### src/hdl/assert_macros.svh
// Assertion helpers shared by the table's modules.
// Each check samples on clk and is held off while arst_n is low.
`ifndef ASSERT_MACROS_SVH
`define ASSERT_MACROS_SVH

// The property must hold at every clock edge out of reset.
`define ASSERT_AT_CLK(lbl, prop, msg) \
	lbl: assert property (@(posedge clk) disable iff (!arst_n) (prop)) else $error(msg);

// The expression must never be true at a clock edge out of reset.
`define ASSERT_NEVER(lbl, expr, msg) \
	lbl: assert property (@(posedge clk) disable iff (!arst_n) !(expr)) else $error(msg);

`endif

### src/hdl/uk_pkg.sv
package uk_pkg;

	// Table geometry
	localparam int ENTRIES     = 16;
	localparam int MAX_RESULTS = 16;
	localparam int LIST_N      = (ENTRIES < MAX_RESULTS) ? ENTRIES : MAX_RESULTS;
	localparam int IDX_W       = $clog2(ENTRIES);
	localparam int CNT_W       = $clog2(ENTRIES + 1);

	// Field widths
	localparam int MODE_W   = 2;
	localparam int KEY_W    = 64;
	localparam int STATUS_W = 3;
	localparam int SLOT_W   = 4;

	// Request modes
	localparam logic [MODE_W-1:0] MODE_CREATE = 2'd0;
	localparam logic [MODE_W-1:0] MODE_DELETE = 2'd1;
	localparam logic [MODE_W-1:0] MODE_SEARCH = 2'd2;
	localparam logic [MODE_W-1:0] MODE_LIST   = 2'd3;

	// Result status codes
	localparam logic [STATUS_W-1:0] ST_ADDED     = 3'd0;
	localparam logic [STATUS_W-1:0] ST_EXISTS    = 3'd1;
	localparam logic [STATUS_W-1:0] ST_DELETED   = 3'd2;
	localparam logic [STATUS_W-1:0] ST_NOT_FOUND = 3'd3;
	localparam logic [STATUS_W-1:0] ST_FOUND     = 3'd4;
	localparam logic [STATUS_W-1:0] ST_FULL      = 3'd5;
	localparam logic [STATUS_W-1:0] ST_EMPTY     = 3'd6;
	localparam logic [STATUS_W-1:0] ST_LIST      = 3'd7;

	typedef struct packed {
		logic [MODE_W-1:0] mode;
		logic [KEY_W-1:0]  key;
	} req_t;

	typedef struct packed {
		logic [STATUS_W-1:0] status;
		logic [SLOT_W-1:0]   slot;
		logic [KEY_W-1:0]    entry_key;
		logic                last;
	} rsp_t;

	// Controller to datapath commands
	typedef struct packed {
		logic capture;    // latch request and match results
		logic exec;       // apply a single-result request
		logic list_step;  // emit one list entry
	} ctl_cmd_t;

	// Datapath to controller status
	typedef struct packed {
		logic empty;      // table holds no entries
		logic list_end;   // current list entry is the final one
	} ctl_sts_t;

endpackage

### src/hdl/uk_ctrl.sv
`include "assert_macros.svh"

module uk_ctrl (
	input  logic                        clk,
	input  logic                        arst_n,
	input  logic                        start,
	input  logic [uk_pkg::MODE_W-1:0]   mode,
	input  uk_pkg::ctl_sts_t            sts,
	output uk_pkg::ctl_cmd_t            cmd,
	output logic                        busy
);
	import uk_pkg::*;

	localparam logic [1:0] S_IDLE = 2'd0;
	localparam logic [1:0] S_EXEC = 2'd1;
	localparam logic [1:0] S_LIST = 2'd2;

	logic [1:0] state_q;
	logic [1:0] state_d;
	logic       accept;

	assign busy   = (state_q != S_IDLE);
	assign accept = start && !busy;

	// Decode next state and commands
	always_comb begin
		state_d       = state_q;
		cmd.capture   = 1'b0;
		cmd.exec      = 1'b0;
		cmd.list_step = 1'b0;
		unique case (state_q)
			S_IDLE: begin
				if (accept) begin
					cmd.capture = 1'b1;
					if (mode == MODE_LIST && !sts.empty)
						state_d = S_LIST;
					else
						state_d = S_EXEC;
				end
			end
			S_EXEC: begin
				cmd.exec = 1'b1;
				state_d  = S_IDLE;
			end
			S_LIST: begin
				cmd.list_step = 1'b1;
				if (sts.list_end)
					state_d = S_IDLE;
			end
			default: begin
				state_d = S_IDLE;
			end
		endcase
	end

	// Advance state
	always_ff @(posedge clk or negedge arst_n) begin
		if (!arst_n)
			state_q <= S_IDLE;
		else
			state_q <= state_d;
	end

	`ASSERT_AT_CLK(a_exec_one_cycle, (state_q == S_EXEC) |=> (state_q == S_IDLE), "exec lasted more than one cycle")
	`ASSERT_AT_CLK(a_accept_busy, accept |=> busy, "accepted item did not raise busy")
	`ASSERT_NEVER(a_list_from_empty, accept && mode == MODE_LIST && sts.empty && state_d == S_LIST, "list walk started on empty table")

endmodule

### src/hdl/uk_dp.sv
`include "assert_macros.svh"

module uk_dp (
	input  logic               clk,
	input  logic               arst_n,
	input  uk_pkg::req_t       req,
	input  uk_pkg::ctl_cmd_t   cmd,
	output uk_pkg::ctl_sts_t   sts,
	output logic               done,
	output uk_pkg::rsp_t       rsp
);
	import uk_pkg::*;

	// Key slots and occupancy
	logic [KEY_W-1:0]  keys_q [ENTRIES];
	logic [CNT_W-1:0]  count_q;

	// Latched request and match
	logic [MODE_W-1:0] mode_q;
	logic [KEY_W-1:0]  key_q;
	logic              hit_q;
	logic [IDX_W-1:0]  pos_q;
	logic [IDX_W-1:0]  idx_q;

	logic [ENTRIES-1:0] match;
	logic               hit_d;
	logic [IDX_W-1:0]   pos_d;
	logic [CNT_W-1:0]   list_lim;
	logic [CNT_W-1:0]   idx_next;
	logic [IDX_W-1:0]   last_idx;
	logic [IDX_W-1:0]   rd_addr;
	logic [KEY_W-1:0]   rd_data;
	logic               full;
	logic               wr_en;
	logic [IDX_W-1:0]   wr_addr;
	logic [KEY_W-1:0]   wr_data;
	logic [CNT_W-1:0]   count_d;
	rsp_t               rsp_d;

	// Compare the incoming key against every occupied slot
	always_comb begin
		for (int i = 0; i < ENTRIES; i++)
			match[i] = (keys_q[i] == req.key) && (CNT_W'(i) < count_q);
	end

	// Pick the lowest matching slot
	always_comb begin
		pos_d = '0;
		for (int i = ENTRIES - 1; i >= 0; i--)
			if (match[i])
				pos_d = IDX_W'(i);
	end
	assign hit_d = |match;

	assign full     = (count_q == CNT_W'(ENTRIES));
	assign last_idx = IDX_W'(count_q - CNT_W'(1));
	assign list_lim = (count_q > CNT_W'(LIST_N)) ? CNT_W'(LIST_N) : count_q;
	assign idx_next = CNT_W'(idx_q) + CNT_W'(1);

	assign sts.empty    = (count_q == '0);
	assign sts.list_end = (idx_next == list_lim);

	// Single read port: list walk or last entry for delete
	assign rd_addr = cmd.list_step ? idx_q : last_idx;
	assign rd_data = keys_q[rd_addr];

	// Work out the update and the result
	always_comb begin
		wr_en           = 1'b0;
		wr_addr         = pos_q;
		wr_data         = rd_data;
		count_d         = count_q;
		rsp_d.status    = ST_NOT_FOUND;
		rsp_d.slot      = '0;
		rsp_d.entry_key = '0;
		rsp_d.last      = 1'b1;
		if (cmd.list_step) begin
			rsp_d.status    = ST_LIST;
			rsp_d.slot      = SLOT_W'(idx_q);
			rsp_d.entry_key = rd_data;
			rsp_d.last      = sts.list_end;
		end else begin
			unique case (mode_q)
				MODE_CREATE: begin
					if (hit_q) begin
						rsp_d.status = ST_EXISTS;
						rsp_d.slot   = SLOT_W'(pos_q);
					end else if (full) begin
						rsp_d.status = ST_FULL;
					end else begin
						wr_en        = cmd.exec;
						wr_addr      = IDX_W'(count_q);
						wr_data      = key_q;
						count_d      = count_q + CNT_W'(1);
						rsp_d.status = ST_ADDED;
						rsp_d.slot   = SLOT_W'(count_q);
					end
				end
				MODE_DELETE: begin
					if (hit_q) begin
						wr_en        = cmd.exec;
						count_d      = count_q - CNT_W'(1);
						rsp_d.status = ST_DELETED;
						rsp_d.slot   = SLOT_W'(pos_q);
					end
				end
				MODE_SEARCH: begin
					if (hit_q) begin
						rsp_d.status = ST_FOUND;
						rsp_d.slot   = SLOT_W'(pos_q);
					end
				end
				MODE_LIST: begin
					rsp_d.status = ST_EMPTY;
				end
				default: begin
					rsp_d.status = ST_NOT_FOUND;
				end
			endcase
		end
	end

	// Write key slots
	always_ff @(posedge clk) begin
		if (wr_en)
			keys_q[wr_addr] <= wr_data;
	end

	// Hold the request and its match
	always_ff @(posedge clk) begin
		if (cmd.capture) begin
			mode_q <= req.mode;
			key_q  <= req.key;
			hit_q  <= hit_d;
			pos_q  <= pos_d;
		end
	end

	// Advance the list index
	always_ff @(posedge clk) begin
		if (cmd.capture)
			idx_q <= '0;
		else if (cmd.list_step)
			idx_q <= IDX_W'(idx_next);
	end

	// Update occupancy
	always_ff @(posedge clk or negedge arst_n) begin
		if (!arst_n)
			count_q <= '0;
		else if (cmd.exec)
			count_q <= count_d;
	end

	// Register the result strobe
	always_ff @(posedge clk or negedge arst_n) begin
		if (!arst_n)
			done <= 1'b0;
		else
			done <= cmd.exec || cmd.list_step;
	end

	// Register the result item
	always_ff @(posedge clk) begin
		if (cmd.exec || cmd.list_step)
			rsp <= rsp_d;
	end

	`ASSERT_AT_CLK(a_count_bound, count_q <= CNT_W'(ENTRIES), "entry count beyond table size")
	`ASSERT_NEVER(a_list_empty, cmd.list_step && count_q == '0, "list step on empty table")
	`ASSERT_AT_CLK(a_list_exec_empty, (cmd.exec && mode_q == MODE_LIST) |-> (count_q == '0), "list handled as single result on filled table")

endmodule

### src/hdl/unique_key_table.sv
// Table of up to 16 unique 64-bit keys. Pulse start while busy is low to
// issue a request: create, delete, search or list. Each result item is shown
// on rsp for exactly one cycle with done high and cannot be held off, so the
// receiver must take it then. Create, delete and search each give a single
// result, which appears in the first cycle that busy is low again; all slots
// are compared in parallel in the accept cycle. List walks the stored entries
// (at most 16) through the single key read port, one result item each, and
// marks the final one with last; an empty table gives one empty result.
module unique_key_table (
	input  logic          clk,
	input  logic          arst_n,
	input  logic          start,
	output logic          busy,
	input  uk_pkg::req_t  req,
	output logic          done,
	output uk_pkg::rsp_t  rsp
);
	import uk_pkg::*;

	ctl_cmd_t cmd;
	ctl_sts_t sts;

	uk_ctrl u_ctrl (
		.clk    (clk),
		.arst_n (arst_n),
		.start  (start),
		.mode   (req.mode),
		.sts    (sts),
		.cmd    (cmd),
		.busy   (busy)
	);

	uk_dp u_dp (
		.clk    (clk),
		.arst_n (arst_n),
		.req    (req),
		.cmd    (cmd),
		.sts    (sts),
		.done   (done),
		.rsp    (rsp)
	);

endmodule

### config.mk
export PLATFORM = sky130hd
export DESIGN_NAME = unique_key_table
export DESIGN_NICKNAME = d
export VERILOG_FILES = /design/src/hdl/uk_pkg.sv /design/src/hdl/uk_ctrl.sv /design/src/hdl/uk_dp.sv /design/src/hdl/unique_key_table.sv
export VERILOG_INCLUDE_DIRS = /design/src /design/src/hdl
export SDC_FILE = /design/constraint.sdc
export NUM_CORES = 2
export LEC_CHECK = 0
export ABC_AREA = 1
export BUFFER_PORTS_ARGS = -buffer_cell sky130_fd_sc_hd__buf_2
export CAP_MARGIN = 10
export CORE_MARGIN = 3
export CORE_UTILIZATION = 25
export DETAILED_ROUTE_END_ITERATION = 8
export PLACE_DENSITY = 0.43
export SLEW_MARGIN = 10
export SYNTH_ARGS = -nofsm -noshare
export SYNTH_HDL_FRONTEND = slang
export SYNTH_SLANG_ARGS = --single-unit
export TNS_END_PERCENT = 100
### constraint.sdc
create_clock -name clk -period 11.9 [get_ports clk]
set_input_delay 1.19 -clock clk [delete_from_list [all_inputs] [get_ports clk]]
set_output_delay 1.19 -clock clk [all_outputs]
set_load 0.05 [all_outputs]
# == Yosys cells after proc, flatten, opt, wreduce, memory -nomap -nowiden ==
# Memory sizes are Yosys's and may differ from the RTL's.
# Index checks and enable logic that the tools add are counted.
# word_totals
register_bits,155
ramBits,1024
wordCells,150
n_memories,1
# classes
add_sub_neg,3
n_lt_le_gt_ge,17
n_eq_ne,29
n_mux,52
bitwise,1
reduce_logical,32
# mem_list
name,words,width,read_ports,rd_ports_with_merged_regs,write_ports,line_no,source
u_dp.keys_q,16,64,17,0,1,uk_dp.sv:15,logic [KEY_W-1:0] keys_q [ENTRIES];
# ops
cell,count
equality test 64 bit,16
2-to-1 mux 64 bit,4
2-to-1 mux 4 bit,15
"less-than comparator 4 x 5 -> 1 bit, first input constant",8
2-to-1 mux 5 bit,5
"less-than comparator 3 x 5 -> 1 bit, first input constant",4
logical AND 1 bit,18
OR reduction 16 bit,1
2-to-1 mux 3 bit,5
2-to-1 mux 7 bit,2
one-hot mux 3 bit (4 select lines),1
one-hot mux 4 bit (3 select lines),1
2-to-1 mux 1 bit,11
"less-than comparator 1 x 5 -> 1 bit, first input constant",2
"less-than comparator 2 x 5 -> 1 bit, first input constant",2
2-to-1 mux 2 bit,5
one-hot mux 5 bit (2 select lines),1
"equality test 2 bit, second input constant",4
OR reduction 8 bit,1
"!= test 2 bit, second input constant",3
AND reduction 6 bit,1
"adder 4 x 1 -> 5 bit, second input constant",1
"adder 5 x 1 -> 5 bit, second input constant",1
equality test 5 bit,1
16 further kinds,21

# == Depth between registers and ports, before layout ==
# An unclocked memory read counts as a cell.
# depth
depth_word,18
mapped_depth,25
ltp_nobuf,24

# == Cells and area by module ==
# A second synthesis with hierarchy kept.
# hier_totals
hier_cells,5499
hier_area_um2,59344.4
# modules_own_cells
mod,n_inst,cells_each,area_each_um2,seq_area_each_um2
uk_dp,1,5483,59210.5,35273.8
uk_ctrl,1,16,133.9,50.0

# == Worst setup path after synthesis ==
# OpenSTA, ideal clock, no wires.
# synth_timing
path_type,register -> register
start,register u_ctrl.state_q[0]
end,memory u_dp.keys_q[0][0] (enable)
setup_ns,0.487
arrival_time_ns,4.313
path_slack_ns,7.100
path_stages_with_launch,9
n_path_buf,1
period_less_slack_ns,4.800
cell_sequence,dfrtp_1 inv_1 ha_1 buf_2 nor2_1 nand3_1 o21ai_0 nand3_1 nor2_1
# synth_via
elab_chain_cells,8
# synth_lines
element,line_no,source
start: declaration,uk_ctrl.sv:18,logic [1:0] state_q;
start signal: assignment,uk_ctrl.sv:61,state_q <= state_d;
equality test 2 x 1 -> 1 bit,uk_ctrl.sv:31,unique case (state_q)
2-to-1 mux 1 bit,uk_ctrl.sv:31,
2-to-1 mux 1 bit,uk_dp.sv:88,end else if (full) begin
2-to-1 mux 1 bit,uk_dp.sv:85,if (hit_q) begin
one-hot mux 1 bit (2 select lines),uk_dp.sv:83,unique case (mode_q)
2-to-1 mux 1 bit,uk_dp.sv:77,if (cmd.list_step) begin
2-to-1 mux 1 bit,uk_dp.sv:125,if (wr_en)
2-to-1 mux 1 bit (implied by the code),uk_dp.sv:126,keys_q[wr_addr] <= wr_data;
end: declaration,uk_dp.sv:15,
# Several ways; a longest one is shown, not always the timed one.

# == Worst setup path after layout ==
# layout_timing
start,register u_ctrl.state_q[0]
end,memory u_dp.keys_q[3][45] (enable)
# Same word-level chain as after synthesis.

==> flow_summary.toml <==
[synthesis]
synth_enable_flop_cells = 1167
cell_area_synth_sq_um = 59300
syn_nets = 5641
synth_cells = 5564
synth_seq_area_share = 0.596
syn_area_per_cell_sq_um = 10.7
synth-main-ff-cell = "edfxtp_1"
synth_async_sr_flop_share = 0.00679
synth_cell_type_count = 54
total_of_flip_flops_plus_latches_after_synthesis = 1179
synth_warnings = 0

[timing]
final_period_minus_worst_setup_slack_ps = 5870
achievable-frequency_ghz = 0.170
period_share = 0.493
worst_clock_skew_ps = 59.8
grt_setup_unrepaired = "false"
timing.final.setup_violations = 0
slew_viol_final = 5
timing_hold_violations_final = 0
max_slew.worst_pin.slew_ps = 1590
final_critical_path_setup_slack_ps = 6030
totalNegativeSetupSlack_ps = 0
max-slew-margin-rel = -0.0708

[floorplan]
chipWidth_microns = 493
die_area_sq_um = 243000
placement_rows = 178
top_ports = 143
core_area_sq_um = 236000
initial_standard_cell_utilization_of_the_core = 0.252
floorplan.die.height_microns = 493

[min_path]
min-delay-path-class = "in2async"

[clocking]
clock_net_sink_count = 1179
cts.hold.buffers_added = 0
ctsLongestPathBuffers = 3
cts.repair.resized = 0
post_cts.repair.setup_buffers = 0
cts_inserted_buffers = 146
ctsRootBufferMaster = "clkbuf_16"
maximum_level_of_the_cts_h_tree = 4
clkTransAtPathRegs_ps = 60
clock_latency_ps = 880
cts_tree = "done"

[critical_path]
worst_ep_arrival_time_ps = 6330
crit-reg2reg-launch = "u_ctrl.state_q[0]$_DFFE_PN0P_"
start_kind = "flip-flop"
worstSetupPathType = "reg2reg"
worstPathMaxFanout = 35
r2r_worst_path_depth = 11
crit-reg2reg-capture = "u_dp.keys_q[3][45]$_DFFE_PP_"
required_ps = 12360
r2r_slack_ps = 6030
worst_setup_path_end_kind = "flip-flop"

[final_layout]
areaGrowthSynthToFinish_pct = 16.4
most_common_cell_after_layout_fill_and_taps_aside = "edfxtp_1"
final_cell_mix = "1167 x edfxtp_1, 666 x nand2_1, 636 x nor2_1"
design.final.nets = 5744
post-route-util = 0.293
drive_gt1_frac = 0.118

[placement]
dpl_worst_slack_ps = 6070
io_buffers = 142
gpl.final_weighted_congestion = 1.11
hpwlAfterDp_microns = 345000

[detailed_routing]
drtAntennaViolNets = 0
drt_iter0_markers = 10361
avgViaCountPerCell = 6.03
drt_first_pass_iters = 6
drc = 0
post_drt_wl_per_cell_microns = 50.5
postRouteWirelength_microns = 453000
via_count = 54185

[grt]
vias_in_the_first_global_route = 48091
antenna_found_initial = 85
grt_pass1_wl_microns = 560000
globalRoute.totalOverflow = 0
grt_max_degree = 130
track_usage = 0.360

[power_and_ir_drop]
leak_nw = 23.2
power_per_cell_area_nw_per_um2 = 328
vdd_drop_max_uv = 330

[flow_run]
drv.max_cap_violation_count = 2

[status]
status = "finished, violations left"
violations = "max-capacitance violations, max-slew violations"
-- where the power goes --
part | internal, W | total [W] | switching, W
Sequential | 0.00709 | 0.00739 | 0.000302
Combinational | 0.00212 | 0.0107 | 0.00854
Clock | 0.00261 | 0.00462 | 0.00201
-- how the worst max path moves through the flow --
stage                                   from                            end  slack, ps
2_1_floorplan  u_ctrl.state_q[0]$_DFFE_PN0P_    u_dp.keys_q[0][0]$_DFFE_PP_       7100
3_3_place_gp   u_ctrl.state_q[0]$_DFFE_PN0P_  u_dp.keys_q[11][45]$_DFFE_PP_       6080
3_5_place_dp   u_ctrl.state_q[0]$_DFFE_PN0P_   u_dp.keys_q[5][31]$_DFFE_PP_       6070
4_1_cts        u_ctrl.state_q[0]$_DFFE_PN0P_   u_dp.keys_q[5][31]$_DFFE_PP_       6050
5_1_grt        u_ctrl.state_q[0]$_DFFE_PN0P_   u_dp.keys_q[9][21]$_DFFE_PP_       5900
6_report       u_ctrl.state_q[0]$_DFFE_PN0P_   u_dp.keys_q[3][45]$_DFFE_PP_       6030
-- registers in the layout (all words and copies together) (netlist names) --
signal,flops
u_ctrl.state_q,2
u_dp.count_q,5
u_dp.done,1
u_dp.hit_q,1
u_dp.idx_q,4
u_dp.key_q,64
u_dp.keys_q,1024
u_dp.mode_q,2
u_dp.pos_q,4
u_dp.rsp,72
-- layout make-up --
type                       count  area (sq um)
antenna                       47           118
clock buffer                 175          3880
clock inverter                91           846
fill                       24780        167000
inverter                     413          1580
multi-input combinational   3605         21200
sequential                  1179         35300
tap                         3150          3940
timing repair buffer         322          2170
-- stage by stage --
stage	hold slack [ps]	total power, W	instances	area [sq um]
CTS	177	0.0223	8934	68900
global placement	514	0.0177	8668	64100
detailed placement	524	0.0177	8668	64200
global route	193	0.0231	8939	68900
finish	207	0.0227	8982	69000
floorplan	464	0.0127	5564	59300
-- critical path, cell delays in order, from the launching register on --
cell and delay [ps]:
dfrtp_1 390, inv_1 140, ha_1 720, nor2_1 250
nand3_4 390, buf_4 550, o21ai_0 290, inv_1 140
nand3_1 320, nor2_4 670, buf_4 660, buf_4 800
-- kinds of logic after synthesis --
group	Yosys count	synth area share
simple gates	1695	0.120
compound gates	1332	0.142
flops	1179	0.596
buf+inv	780	0.0561
xor+xnor	565	0.0834
fa+ha+maj	8	0.00169
mux	5	0.000844
-- synth_stat cells (5+ instances only) --
library cell  count  area share
a221oi_1         43      0.0064
inv_1           358       0.023
nand2_1         666       0.042
nor3_1           31      0.0026
ha_1              8      0.0017
a22o_1           12      0.0018
dfrtp_1           8      0.0034
o211ai_1         76      0.0096
o22ai_1         219       0.023
o311ai_1         44      0.0065
clkbuf_1        146      0.0092
nor4_1           79      0.0083
buf_4            40      0.0051
nand4_1         115       0.012
nand3_1         123       0.010
inv_2            54      0.0034
buf_1            10     0.00063
nor2_1          652       0.041
o32ai_1          38      0.0056
o221ai_1        147       0.022
xor2_1          163       0.024
a21oi_1         131       0.011
mux2i_1           5     0.00084
buf_2           166       0.014
or2_2            15      0.0016
edfxtp_1       1167        0.59
o2111ai_1        10      0.0015
buf_6             5     0.00095
o21ai_1          26      0.0022
o21ai_0         492       0.042
a31oi_1          65      0.0069
o31ai_1           8      0.0010
xnor2_1         402       0.059
-- layer usage --
metal | GRT usage | wire length (microns) | up-vias | share of wire
met5 | 0 | 132 | - | 0.00029
met4 | 0.273 | 41700 | 20 | 0.092
met3 | 0.110 | 52100 | 972 | 0.12
met2 | 0.507 | 184000 | 4562 | 0.41
met1 | 0.461 | 175000 | 28148 | 0.39
li1 | - | - | 20483 | -
No activity file was read; power rests on OpenSTA's default activity.
